$ cat src/hw/rtl/nrfg_pkg.sv
`default_nettype none

package nrfg_pkg;

   localparam int MAX_RUNS_DEFAULT    = 64;
   localparam int QUEUE_DEPTH_DEFAULT = 2;

   // Run counters cover the whole legal range of MAX_RUNS (1 to 64)
   localparam int RUN_CNT_W = 7;
   localparam int DIM_W     = 20;
   localparam int UNIT_W    = 7;
   localparam int BYTE_W    = 64;
   localparam int CHUNK_W   = 32;
   localparam int PROD_W    = DIM_W + CHUNK_W;

   typedef enum logic [1:0] {
      ERR_NONE          = 2'd0,
      ERR_RANK_MISMATCH = 2'd1,
      ERR_TOO_MANY      = 2'd2,
      ERR_BAD_RANK      = 2'd3
   } err_type;

   typedef enum logic [2:0] {
      CLS_ERR,
      CLS_EMPTY,
      CLS_SINGLE,
      CLS_LOOP,
      CLS_GRID
   } class_type;

   // Setup steps: each is a 20 x 64 multiply-accumulate done in two 32-bit halves
   typedef enum logic [2:0] {
      OP_ROW,
      OP_PLANE,
      OP_BASE,
      OP_MID,
      OP_INNER,
      OP_LEN
   } op_type;

   typedef enum logic [1:0] {
      F_IDLE,
      F_MUL,
      F_ADD,
      F_PUSH
   } front_state_type;

   typedef struct packed {
      logic [BYTE_W-1:0]    base;
      logic [BYTE_W-1:0]    len;
      logic [BYTE_W-1:0]    stride_outer;
      logic [BYTE_W-1:0]    stride_mid;
      logic [RUN_CNT_W-1:0] n_outer;
      logic [RUN_CNT_W-1:0] n_mid;
      logic                 wr;
      err_type              err;
   } run_desc_type;

endpackage

`default_nettype wire

$ cat src/hw/rtl/nrfg_front.sv
`default_nettype none

module nrfg_front #(
   parameter int MAX_RUNS = nrfg_pkg::MAX_RUNS_DEFAULT
) (
   input  wire logic                          clock,
   input  wire logic                          reset,
   input  wire logic                          req_valid,
   output logic                               req_ready,
   input  wire logic [1:0]                    req_object_rank,
   input  wire logic [1:0]                    req_region_rank,
   input  wire logic [nrfg_pkg::UNIT_W-1:0]   req_elem_bytes,
   input  wire logic [nrfg_pkg::DIM_W-1:0]    req_dim_mid,
   input  wire logic [nrfg_pkg::DIM_W-1:0]    req_dim_inner,
   input  wire logic [nrfg_pkg::DIM_W-1:0]    req_start_outer,
   input  wire logic [nrfg_pkg::DIM_W-1:0]    req_start_mid,
   input  wire logic [nrfg_pkg::DIM_W-1:0]    req_start_inner,
   input  wire logic [nrfg_pkg::DIM_W-1:0]    req_count_outer,
   input  wire logic [nrfg_pkg::DIM_W-1:0]    req_count_mid,
   input  wire logic [nrfg_pkg::DIM_W-1:0]    req_count_inner,
   input  wire logic                          req_write_dir,
   output logic                               push_valid,
   input  wire logic                          push_ready,
   output nrfg_pkg::run_desc_type             push_data
);

   localparam int DW = nrfg_pkg::DIM_W;
   localparam int BW = nrfg_pkg::BYTE_W;
   localparam int CW = nrfg_pkg::CHUNK_W;
   localparam int PW = nrfg_pkg::PROD_W;
   localparam int RW = nrfg_pkg::RUN_CNT_W;

   nrfg_pkg::front_state_type state_ff, state_in;
   nrfg_pkg::op_type          op_ff, op_in;
   logic                      half_ff, half_in;

   logic [1:0]               orank_ff, rrank_ff;
   logic [nrfg_pkg::UNIT_W-1:0] unit_ff;
   logic [DW-1:0]            dm_ff, di_ff, so_ff, sm_ff, si_ff, co_ff, cm_ff, ci_ff;
   logic                     wr_ff;

   logic [PW-1:0]            prod_ff;
   logic [BW-1:0]            row_ff, plane_ff, base_ff, len_ff;

   logic                     accept;
   nrfg_pkg::class_type      cls;
   nrfg_pkg::err_type        cls_err;
   logic [2*RW-1:0]          grid_runs;
   logic [BW-1:0]            unit64;
   logic [DW-1:0]            mul_a;
   logic [BW-1:0]            mul_b;
   logic [CW-1:0]            mul_chunk;
   logic [BW-1:0]            addend, acc_old, acc_new;
   logic                     acc_clear;

   assign accept = req_valid && req_ready;
   assign unit64 = BW'(unit_ff);

   // Classify the held request
   assign grid_runs = (2*RW)'(co_ff[RW-1:0]) * (2*RW)'(cm_ff[RW-1:0]);

   always_comb begin
      cls     = nrfg_pkg::CLS_ERR;
      cls_err = nrfg_pkg::ERR_NONE;
      if (orank_ff != rrank_ff) begin
         cls_err = nrfg_pkg::ERR_RANK_MISMATCH;
      end else if (rrank_ff == 2'd0) begin
         cls_err = nrfg_pkg::ERR_BAD_RANK;
      end else if (rrank_ff == 2'd1) begin
         cls = nrfg_pkg::CLS_SINGLE;
      end else if (sm_ff == '0 && cm_ff == dm_ff &&
                   (rrank_ff == 2'd2 || (si_ff == '0 && ci_ff == di_ff))) begin
         cls = nrfg_pkg::CLS_SINGLE;
      end else if (rrank_ff == 2'd2 || (si_ff == '0 && ci_ff == di_ff)) begin
         if (co_ff > DW'(MAX_RUNS)) begin
            cls_err = nrfg_pkg::ERR_TOO_MANY;
         end else if (co_ff == '0) begin
            cls = nrfg_pkg::CLS_EMPTY;
         end else begin
            cls = nrfg_pkg::CLS_LOOP;
         end
      end else begin
         if (co_ff == '0 || cm_ff == '0) begin
            cls = nrfg_pkg::CLS_EMPTY;
         end else if (co_ff > DW'(MAX_RUNS) || cm_ff > DW'(MAX_RUNS) ||
                      grid_runs > (2*RW)'(MAX_RUNS)) begin
            cls_err = nrfg_pkg::ERR_TOO_MANY;
         end else begin
            cls = nrfg_pkg::CLS_GRID;
         end
      end
   end

   // Operand selection for the shared multiplier
   always_comb begin
      mul_a = '0;
      mul_b = unit64;
      unique case (op_ff)
         nrfg_pkg::OP_ROW: begin
            mul_a = (rrank_ff == 2'd3) ? di_ff : DW'(1);
            mul_b = unit64;
         end
         nrfg_pkg::OP_PLANE: begin
            mul_a = (rrank_ff[1]) ? dm_ff : DW'(1);
            mul_b = row_ff;
         end
         nrfg_pkg::OP_BASE: begin
            mul_a = so_ff;
            mul_b = plane_ff;
         end
         nrfg_pkg::OP_MID: begin
            mul_a = (rrank_ff[1]) ? sm_ff : '0;
            mul_b = row_ff;
         end
         nrfg_pkg::OP_INNER: begin
            mul_a = (rrank_ff == 2'd3) ? si_ff : '0;
            mul_b = unit64;
         end
         nrfg_pkg::OP_LEN: begin
            case (cls)
               nrfg_pkg::CLS_SINGLE: begin
                  mul_a = co_ff;
                  mul_b = plane_ff;
               end
               nrfg_pkg::CLS_LOOP: begin
                  mul_a = cm_ff;
                  mul_b = row_ff;
               end
               default: begin
                  mul_a = ci_ff;
                  mul_b = unit64;
               end
            endcase
         end
         default: begin
            mul_a = '0;
            mul_b = unit64;
         end
      endcase
      mul_chunk = half_ff ? mul_b[BW-1:CW] : mul_b[CW-1:0];
   end

   // Accumulate step
   always_comb begin
      addend    = half_ff ? {prod_ff[CW-1:0], {CW{1'b0}}} : BW'(prod_ff);
      acc_clear = !half_ff && (op_ff == nrfg_pkg::OP_ROW || op_ff == nrfg_pkg::OP_PLANE ||
                               op_ff == nrfg_pkg::OP_BASE || op_ff == nrfg_pkg::OP_LEN);
      unique case (op_ff)
         nrfg_pkg::OP_ROW:   acc_old = row_ff;
         nrfg_pkg::OP_PLANE: acc_old = plane_ff;
         nrfg_pkg::OP_LEN:   acc_old = len_ff;
         default:            acc_old = base_ff;
      endcase
      acc_new = (acc_clear ? '0 : acc_old) + addend;
   end

   // Sequencer
   always_comb begin
      state_in   = state_ff;
      op_in      = op_ff;
      half_in    = half_ff;
      req_ready  = 1'b0;
      push_valid = 1'b0;
      unique case (state_ff)
         nrfg_pkg::F_IDLE: begin
            req_ready = 1'b1;
            if (req_valid) begin
               state_in = nrfg_pkg::F_MUL;
               op_in    = nrfg_pkg::OP_ROW;
               half_in  = 1'b0;
            end
         end
         nrfg_pkg::F_MUL: begin
            state_in = nrfg_pkg::F_ADD;
         end
         nrfg_pkg::F_ADD: begin
            state_in = nrfg_pkg::F_MUL;
            half_in  = !half_ff;
            if (half_ff) begin
               unique case (op_ff)
                  nrfg_pkg::OP_ROW:   op_in = nrfg_pkg::OP_PLANE;
                  nrfg_pkg::OP_PLANE: op_in = nrfg_pkg::OP_BASE;
                  nrfg_pkg::OP_BASE:  op_in = nrfg_pkg::OP_MID;
                  nrfg_pkg::OP_MID:   op_in = nrfg_pkg::OP_INNER;
                  nrfg_pkg::OP_INNER: op_in = nrfg_pkg::OP_LEN;
                  default: begin
                     op_in    = nrfg_pkg::OP_ROW;
                     state_in = nrfg_pkg::F_PUSH;
                  end
               endcase
            end
         end
         nrfg_pkg::F_PUSH: begin
            push_valid = 1'b1;
            if (push_ready) begin
               state_in = nrfg_pkg::F_IDLE;
            end
         end
         default: state_in = nrfg_pkg::F_IDLE;
      endcase
   end

   always_ff @(posedge clock) begin
      if (reset) begin
         state_ff <= nrfg_pkg::F_IDLE;
         op_ff    <= nrfg_pkg::OP_ROW;
         half_ff  <= 1'b0;
      end else begin
         state_ff <= state_in;
         op_ff    <= op_in;
         half_ff  <= half_in;
      end
   end

   always_ff @(posedge clock) begin
      if (accept) begin
         orank_ff <= req_object_rank;
         rrank_ff <= req_region_rank;
         unit_ff  <= req_elem_bytes;
         dm_ff    <= req_dim_mid;
         di_ff    <= req_dim_inner;
         so_ff    <= req_start_outer;
         sm_ff    <= req_start_mid;
         si_ff    <= req_start_inner;
         co_ff    <= req_count_outer;
         cm_ff    <= req_count_mid;
         ci_ff    <= req_count_inner;
         wr_ff    <= req_write_dir;
      end
      if (state_ff == nrfg_pkg::F_MUL) begin
         prod_ff <= PW'(mul_a) * PW'(mul_chunk);
      end
      if (state_ff == nrfg_pkg::F_ADD) begin
         unique case (op_ff)
            nrfg_pkg::OP_ROW:   row_ff   <= acc_new;
            nrfg_pkg::OP_PLANE: plane_ff <= acc_new;
            nrfg_pkg::OP_LEN:   len_ff   <= acc_new;
            default:            base_ff  <= acc_new;
         endcase
      end
   end

   // Descriptor for the run walker
   always_comb begin
      push_data              = '0;
      push_data.wr           = wr_ff;
      push_data.err          = cls_err;
      push_data.stride_outer = plane_ff;
      push_data.stride_mid   = row_ff;
      push_data.n_outer      = RW'(1);
      push_data.n_mid        = RW'(1);
      case (cls)
         nrfg_pkg::CLS_SINGLE: begin
            push_data.base = base_ff;
            push_data.len  = len_ff;
         end
         nrfg_pkg::CLS_LOOP: begin
            push_data.base    = base_ff;
            push_data.len     = len_ff;
            push_data.n_outer = co_ff[RW-1:0];
         end
         nrfg_pkg::CLS_GRID: begin
            push_data.base    = base_ff;
            push_data.len     = len_ff;
            push_data.n_outer = co_ff[RW-1:0];
            push_data.n_mid   = cm_ff[RW-1:0];
         end
         default: begin
            push_data.base = '0;
            push_data.len  = '0;
         end
      endcase
   end

endmodule

`default_nettype wire

$ cat src/hw/rtl/nrfg_queue.sv
`default_nettype none

module nrfg_queue #(
   parameter int DEPTH = nrfg_pkg::QUEUE_DEPTH_DEFAULT
) (
   input  wire logic                   clock,
   input  wire logic                   reset,
   input  wire logic                   push_valid,
   output logic                        push_ready,
   input  wire nrfg_pkg::run_desc_type push_data,
   output logic                        pop_valid,
   input  wire logic                   pop_ready,
   output nrfg_pkg::run_desc_type      pop_data
);

   localparam int PTR_W = (DEPTH > 1) ? $clog2(DEPTH) : 1;
   localparam int CNT_W = $clog2(DEPTH + 1);

   nrfg_pkg::run_desc_type entry_ff [DEPTH];
   logic [PTR_W-1:0]       wr_ptr_ff, wr_ptr_in, rd_ptr_ff, rd_ptr_in;
   logic [CNT_W-1:0]       cnt_ff, cnt_in;
   logic                   do_push, do_pop;

   assign push_ready = (cnt_ff != CNT_W'(DEPTH));
   assign pop_valid  = (cnt_ff != '0);
   assign pop_data   = entry_ff[rd_ptr_ff];
   assign do_push    = push_valid && push_ready;
   assign do_pop     = pop_valid && pop_ready;

   always_comb begin
      wr_ptr_in = wr_ptr_ff;
      rd_ptr_in = rd_ptr_ff;
      cnt_in    = cnt_ff;
      if (do_push) begin
         wr_ptr_in = (wr_ptr_ff == PTR_W'(DEPTH - 1)) ? '0 : wr_ptr_ff + 1'b1;
      end
      if (do_pop) begin
         rd_ptr_in = (rd_ptr_ff == PTR_W'(DEPTH - 1)) ? '0 : rd_ptr_ff + 1'b1;
      end
      if (do_push && !do_pop) begin
         cnt_in = cnt_ff + 1'b1;
      end else if (do_pop && !do_push) begin
         cnt_in = cnt_ff - 1'b1;
      end
   end

   always_ff @(posedge clock) begin
      if (reset) begin
         wr_ptr_ff <= '0;
         rd_ptr_ff <= '0;
         cnt_ff    <= '0;
      end else begin
         wr_ptr_ff <= wr_ptr_in;
         rd_ptr_ff <= rd_ptr_in;
         cnt_ff    <= cnt_in;
      end
   end

   always_ff @(posedge clock) begin
      if (do_push) begin
         entry_ff[wr_ptr_ff] <= push_data;
      end
   end

endmodule

`default_nettype wire

$ cat src/hw/rtl/nrfg_back.sv
`default_nettype none

module nrfg_back (
   input  wire logic                        clock,
   input  wire logic                        reset,
   input  wire logic                        pop_valid,
   output logic                             pop_ready,
   input  wire nrfg_pkg::run_desc_type      pop_data,
   output logic                             rsp_valid,
   input  wire logic                        rsp_ready,
   output logic [nrfg_pkg::BYTE_W-1:0]      rsp_byte_offset,
   output logic [nrfg_pkg::BYTE_W-1:0]      rsp_byte_length,
   output logic                             rsp_run_write,
   output logic [1:0]                       rsp_error_code,
   output logic                             rsp_last_run
);

   localparam int BW = nrfg_pkg::BYTE_W;
   localparam int RW = nrfg_pkg::RUN_CNT_W;

   logic                   act_ff;
   nrfg_pkg::run_desc_type desc_ff;
   logic [BW-1:0]          row_ff, cur_ff;
   logic [RW-1:0]          i_ff, j_ff;

   logic                   out_valid_ff;
   logic [BW-1:0]          out_off_ff, out_len_ff;
   logic                   out_wr_ff, out_last_ff;
   nrfg_pkg::err_type      out_err_ff;

   logic                   slot_free, emit, last_i, last_j, is_last;
   logic [BW-1:0]          next_row;

   assign slot_free = !out_valid_ff || rsp_ready;
   assign emit      = act_ff && slot_free;
   assign pop_ready = !act_ff;
   assign last_i    = (i_ff == desc_ff.n_outer - 1'b1);
   assign last_j    = (j_ff == desc_ff.n_mid - 1'b1);
   assign is_last   = last_i && last_j;
   assign next_row  = row_ff + desc_ff.stride_outer;

   always_ff @(posedge clock) begin
      if (reset) begin
         act_ff       <= 1'b0;
         out_valid_ff <= 1'b0;
      end else begin
         if (!act_ff && pop_valid) begin
            act_ff <= 1'b1;
         end else if (emit && is_last) begin
            act_ff <= 1'b0;
         end
         if (emit) begin
            out_valid_ff <= 1'b1;
         end else if (rsp_ready) begin
            out_valid_ff <= 1'b0;
         end
      end
   end

   // Walk mid index fastest, then step to the next outer row
   always_ff @(posedge clock) begin
      if (!act_ff && pop_valid) begin
         desc_ff <= pop_data;
         row_ff  <= pop_data.base;
         cur_ff  <= pop_data.base;
         i_ff    <= '0;
         j_ff    <= '0;
      end else if (emit) begin
         if (!last_j) begin
            j_ff   <= j_ff + 1'b1;
            cur_ff <= cur_ff + desc_ff.stride_mid;
         end else begin
            j_ff   <= '0;
            i_ff   <= i_ff + 1'b1;
            row_ff <= next_row;
            cur_ff <= next_row;
         end
      end
      if (emit) begin
         out_off_ff  <= cur_ff;
         out_len_ff  <= desc_ff.len;
         out_wr_ff   <= desc_ff.wr;
         out_err_ff  <= desc_ff.err;
         out_last_ff <= is_last;
      end
   end

   assign rsp_valid       = out_valid_ff;
   assign rsp_byte_offset = out_off_ff;
   assign rsp_byte_length = out_len_ff;
   assign rsp_run_write   = out_wr_ff;
   assign rsp_error_code  = out_err_ff;
   assign rsp_last_run    = out_last_ff;

endmodule

`default_nettype wire

$ cat src/hw/rtl/nd_region_file_run_generator_unit.sv
// Region run generator: turns one request for a 1-, 2- or 3-dimensional
// region of a flat row-major object into its contiguous byte runs.
// Input channel req_*: one request per transfer (ranks, element size,
// object extents, region offsets and counts, direction).
// Result channel rsp_*: one run per transfer (byte offset, byte length,
// direction, error code, last marker); the final result of a request
// carries rsp_last_run. Errors and empty regions give a single result.
// Setup: the front end captures a request, forms twelve 20 x 32 partial
// products each followed by an accumulate, then pushes to the queue;
// the run walker then loads the descriptor and registers each run onto rsp_*.
// Throughput: one run per cycle while a request streams out and the
// output register is free to take it (rsp_ready high or register empty).
// The shared multiply-accumulate in the front end and the single run
// walker in the back end set the pace; a descriptor queue between
// them lets setup of the next request overlap the runs of the current one.
// Reset: synchronous, active high; clears all control state and drops
// any queued work. When the receiver holds rsp_ready low the output
// register holds its run, the walker stops, and once the queue fills the
// front end stops taking requests.
`default_nettype none

module nd_region_file_run_generator_unit #(
   parameter int MAX_RUNS    = nrfg_pkg::MAX_RUNS_DEFAULT,
   parameter int QUEUE_DEPTH = nrfg_pkg::QUEUE_DEPTH_DEFAULT
) (
   input  wire logic                          clock,
   input  wire logic                          reset,
   input  wire logic                          req_valid,
   output logic                               req_ready,
   input  wire logic [1:0]                    req_object_rank,
   input  wire logic [1:0]                    req_region_rank,
   input  wire logic [nrfg_pkg::UNIT_W-1:0]   req_elem_bytes,
   input  wire logic [nrfg_pkg::DIM_W-1:0]    req_dim_mid,
   input  wire logic [nrfg_pkg::DIM_W-1:0]    req_dim_inner,
   input  wire logic [nrfg_pkg::DIM_W-1:0]    req_start_outer,
   input  wire logic [nrfg_pkg::DIM_W-1:0]    req_start_mid,
   input  wire logic [nrfg_pkg::DIM_W-1:0]    req_start_inner,
   input  wire logic [nrfg_pkg::DIM_W-1:0]    req_count_outer,
   input  wire logic [nrfg_pkg::DIM_W-1:0]    req_count_mid,
   input  wire logic [nrfg_pkg::DIM_W-1:0]    req_count_inner,
   input  wire logic                          req_write_dir,
   output logic                               rsp_valid,
   input  wire logic                          rsp_ready,
   output logic [nrfg_pkg::BYTE_W-1:0]        rsp_byte_offset,
   output logic [nrfg_pkg::BYTE_W-1:0]        rsp_byte_length,
   output logic                               rsp_run_write,
   output logic [1:0]                         rsp_error_code,
   output logic                               rsp_last_run
);

   // Descriptor handoff: front end to queue, queue to run walker
   logic                   fq_valid, fq_ready;
   nrfg_pkg::run_desc_type fq_data;
   logic                   qb_valid, qb_ready;
   nrfg_pkg::run_desc_type qb_data;

   // Classify the request and work out base, length and strides
   nrfg_front #(
      .MAX_RUNS(MAX_RUNS)
   ) u_front (
      .clock           (clock),
      .reset           (reset),
      .req_valid       (req_valid),
      .req_ready       (req_ready),
      .req_object_rank (req_object_rank),
      .req_region_rank (req_region_rank),
      .req_elem_bytes  (req_elem_bytes),
      .req_dim_mid     (req_dim_mid),
      .req_dim_inner   (req_dim_inner),
      .req_start_outer (req_start_outer),
      .req_start_mid   (req_start_mid),
      .req_start_inner (req_start_inner),
      .req_count_outer (req_count_outer),
      .req_count_mid   (req_count_mid),
      .req_count_inner (req_count_inner),
      .req_write_dir   (req_write_dir),
      .push_valid      (fq_valid),
      .push_ready      (fq_ready),
      .push_data       (fq_data)
   );

   // Hold finished descriptors so setup and run emission stall independently
   nrfg_queue #(
      .DEPTH(QUEUE_DEPTH)
   ) u_queue (
      .clock      (clock),
      .reset      (reset),
      .push_valid (fq_valid),
      .push_ready (fq_ready),
      .push_data  (fq_data),
      .pop_valid  (qb_valid),
      .pop_ready  (qb_ready),
      .pop_data   (qb_data)
   );

   // Advance through the runs, one per cycle while the output register is free, into it
   nrfg_back u_back (
      .clock           (clock),
      .reset           (reset),
      .pop_valid       (qb_valid),
      .pop_ready       (qb_ready),
      .pop_data        (qb_data),
      .rsp_valid       (rsp_valid),
      .rsp_ready       (rsp_ready),
      .rsp_byte_offset (rsp_byte_offset),
      .rsp_byte_length (rsp_byte_length),
      .rsp_run_write   (rsp_run_write),
      .rsp_error_code  (rsp_error_code),
      .rsp_last_run    (rsp_last_run)
   );

endmodule

`default_nettype wire

$ cat config.mk
export PLATFORM = sky130hd
export DESIGN_NAME = nd_region_file_run_generator_unit
export DESIGN_NICKNAME = d
export VERILOG_FILES = /design/src/hw/rtl/nrfg_pkg.sv /design/src/hw/rtl/nrfg_front.sv /design/src/hw/rtl/nrfg_queue.sv /design/src/hw/rtl/nrfg_back.sv /design/src/hw/rtl/nd_region_file_run_generator_unit.sv
export SDC_FILE = /design/constraint.sdc
export NUM_CORES = 2
export LEC_CHECK = 0
export ABC_AREA = 1
export BUFFER_PORTS_ARGS = -buffer_cell sky130_fd_sc_hd__buf_2
export CAP_MARGIN = 30
export CORE_MARGIN = 2
export CORE_UTILIZATION = 55
export CTS_CLUSTER_DIAMETER = 100
export DETAILED_ROUTE_END_ITERATION = 7
export PLACE_DENSITY_LB_ADDON = 0.05
export SYNTH_ARGS = -nofsm -noshare
export SYNTH_HDL_FRONTEND = slang
export SYNTH_SLANG_ARGS = --single-unit
export TNS_END_PERCENT = 50
$ cat constraint.sdc
create_clock -name clock -period 14.6 [get_ports clock]
set_input_delay 2.92 -clock clock [delete_from_list [all_inputs] [get_ports clock]]
set_output_delay 2.92 -clock clock [all_outputs]
set_load 0.03 [all_outputs]
==> reports/qor.yml <==
synthesis:
  synth_area_per_cell_um2: 10.30
  synth-edff-count: 1495
  synth_cell_type_count: 67
  ys_seq_area_share_pct: 48.24
  ys_seq_elements: 1522
  yosysWarnings: 0
  synth_ff_type: "edfxtp_1"
  syn_nets: 10280
  syn_area_mm2: 0.09419
  async_reset_ff_share_pct: 0
  synthCells: 9149
finish:
  instances_no_fill: 11790
  nets: 10560
  multi_input_area_mm2: 0.04183
  final_util_pct: 60.84
  seq_area_mm2: 0.04544
  area.growth.synth_to_final_pct: 9.589
  final_cell_mix: "nand2_1, edfxtp_1, inv_1, nor2_1, fa_1"
  drive_above_1_share_pct: 11.25
  fin_area_mm2: 0.1032
  nFillCells: 14240
  final_common_cell: "nand2_1"
power:
  p_sw_mw: 7.311
  internal_power_mw: 10.48
  p_leak_nw: 43.39
  vdd_drop_max_v: 0.0001485
  switching_share_pct: 41.09
  p_clk_share_pct: 23.0
  total_power_mw: 17.79
  combPwrFrac_pct: 41.0
  p_per_area_mw_per_mm2: 172.4
  pwr-share-seq_pct: 36.0
setup_path:
  arrival_ps: 11500
  cp.required_ps: 15150
  cp_top_family: "simple AND/OR/NAND/NOR gates"
  startpoint_type: "flop"
  cp_slowest_cell: "nand2_2"
  path_max_fanout: 25
  crit_type: "reg -> reg"
  path_buf_inv: 8
  crit_top_cell: "inv_1"
  r2r_slack_ps: 3650
  slowest_delay_ps: 680
  crit_path_end_kind: "flop"
floorplanning:
  row_count: 151
  core_area_mm2: 0.1697
  start_util_pct: 55.52
  die-width_um: 417.8
  die-area_mm2: 0.1746
  io-pin-count: 310
  die_y_um: 417.8
place:
  hpwl_mm: 247.7
  place_ws_ps: 3886
  placedInstanceArea_mm2: 0.09793
  dp.cells: 11490
  io_buffers: 309
  gp_congestion: 1.012
clock_tree:
  cts_root_buf: "clkbuf_16"
  ctsHoldBuffers: 0
  clock_latency_ps: 840
  cts_sinks: 1522
  postCtsSetupBuffers: 0
  cts_inserted_buffers: 158
  clk_transition_reported_paths_ps: 60
  post_cts_resized: 0
  clockBufferDepth: 3
  htree_levels: 4
  cts_tree: "done"
global_routing:
  track_usage_pct: 36.33
  grt_pass1_vias: 70220
  grt-ovfl-total: 0
  antenna_found_initial: 35
  grt_max_degree: 140
  grt_pass1_wl_mm: 459.3
route:
  antenna_left: 0
  first_pass_iters: 7
  routed_wl_mm: 317.1
  avgViaCountPerCell: 5.931
  vias: 69910
  drt_iter0_drc: 8036
  drcViolationCount: 0
  wl_per_cell_um: 26.90
timing:
  slew_violations: 0
  hold_ws_ps: 411.7
  tightest_slew_ps: 1198
  slew_headroom_pct: 19.26
  setup_tns_ps: 0
  hold_viol_final: 0
  setup_viol: 0
  layout_setup_ws_ps: 3654
  skew_ps: 43.40
  rsz0062_at_grt: "no"
  fmax_mhz: 91.36
  final.min_clock_period_ps: 10950
  fin_crit_sh_pct: 74.97
job:
  drv_cap: 0
run_status:
  status: "complete, no violations"
worst_hold_path:
  hp-class: "reg -> reg"
## power groups by stage
| stage | Clock, mW | Combinational, mW | Sequential [mW] |
|---|---|---|---|
| global placement | 0 | 7.13 | 6.48 |
| global route | 4.29 | 7.95 | 6.45 |
| CTS | 4.13 | 7.24 | 6.40 |
| finish | 4.09 | 7.30 | 6.41 |
| detailed placement | 0 | 7.20 | 6.49 |
| floorplan | 0 | 4.46 | 6.65 |
## layer usage
layer / share of wire (%) / vias to the layer above / global-route usage [%]
li1: - / 31050 / -
met1: 38 / 34420 / 47.27
met2: 47 / 3683 / 59.16
met3: 8.6 / 744 / 5.595
met4: 6.1 / 8 / 18.92
met5: 0.017 / - / 0
## kinds of logic after synthesis
family / share of synthesized area [%]
simple gates: 13.11
fa+ha+maj: 17.12
buf+inv: 7.450
flops: 48.24
mux: 3.264
xor+xnor: 1.906
compound gates: 8.915
## state kept, by name (all words and copies together), names as in the netlist, 52 cells and up, named ones only
register	count
u_front.plane_ff	64
u_front.row_ff	64
u_front.len_ff	64
u_back.rsp_byte_offset	64
u_back.cur_ff	64
u_front.base_ff	64
u_back.desc_ff	209
u_queue.entry_ff	546
u_front.prod_ff	52
u_back.rsp_byte_length	64
u_back.row_ff	64
## worst paths after layout
path	startpoint	to	cells after the start
worst max register to register	u_front.rrank_ff[1]	u_front.prod_ff[42]	34
worst min register to register	u_back.desc_ff[182]	u_back.rsp_byte_length[37]	0
worst min-delay path	u_back.desc_ff[182]	u_back.rsp_byte_length[37]	0
worst max-delay path	u_front.rrank_ff[1]	u_front.prod_ff[42]	34
## synth_stat cells (all sizes together) (9+ instances only)
cell     number  area [µm²]
a22oi        61       457.9
xnor2        79       691.9
a211oi       10       75.07
nor2        716        2783
inv        1494        5613
buf         138       882.1
nand2      1864        7147
o2111ai       9       78.83
a21boi      149        1119
nor3         64       335.3
o221ai       11       96.34
xor2        126        1104
a21o         35       262.8
or2          50       312.8
a21oi       516        2582
nand3       231        1174
clkbuf      136       510.5
ha          388        4855
fa          563       11270
dfxtp        27       540.5
mux2        273        3074
nand4        61       381.6
a31oi       131       819.5
o21bai       21       176.4
o21ai       342        1742
a221oi       27       236.5
o211ai       43       322.8
edfxtp     1495       44890
nor4         19       118.9
o21a         27       202.7
## cell type report
| type | count | share of cell area, % |
|---|---|---|
| antenna | 7 | 0.01697 |
| clock buffer | 193 | 3.988 |
| clock inverter | 100 | 1.124 |
| inverter | 1497 | 5.458 |
| multi-input combinational | 5856 | 40.53 |
| sequential | 1522 | 44.02 |
| tap | 2218 | 2.689 |
| timing repair buffer | 395 | 2.176 |
No activity file was read; power rests on OpenSTA's default activity.
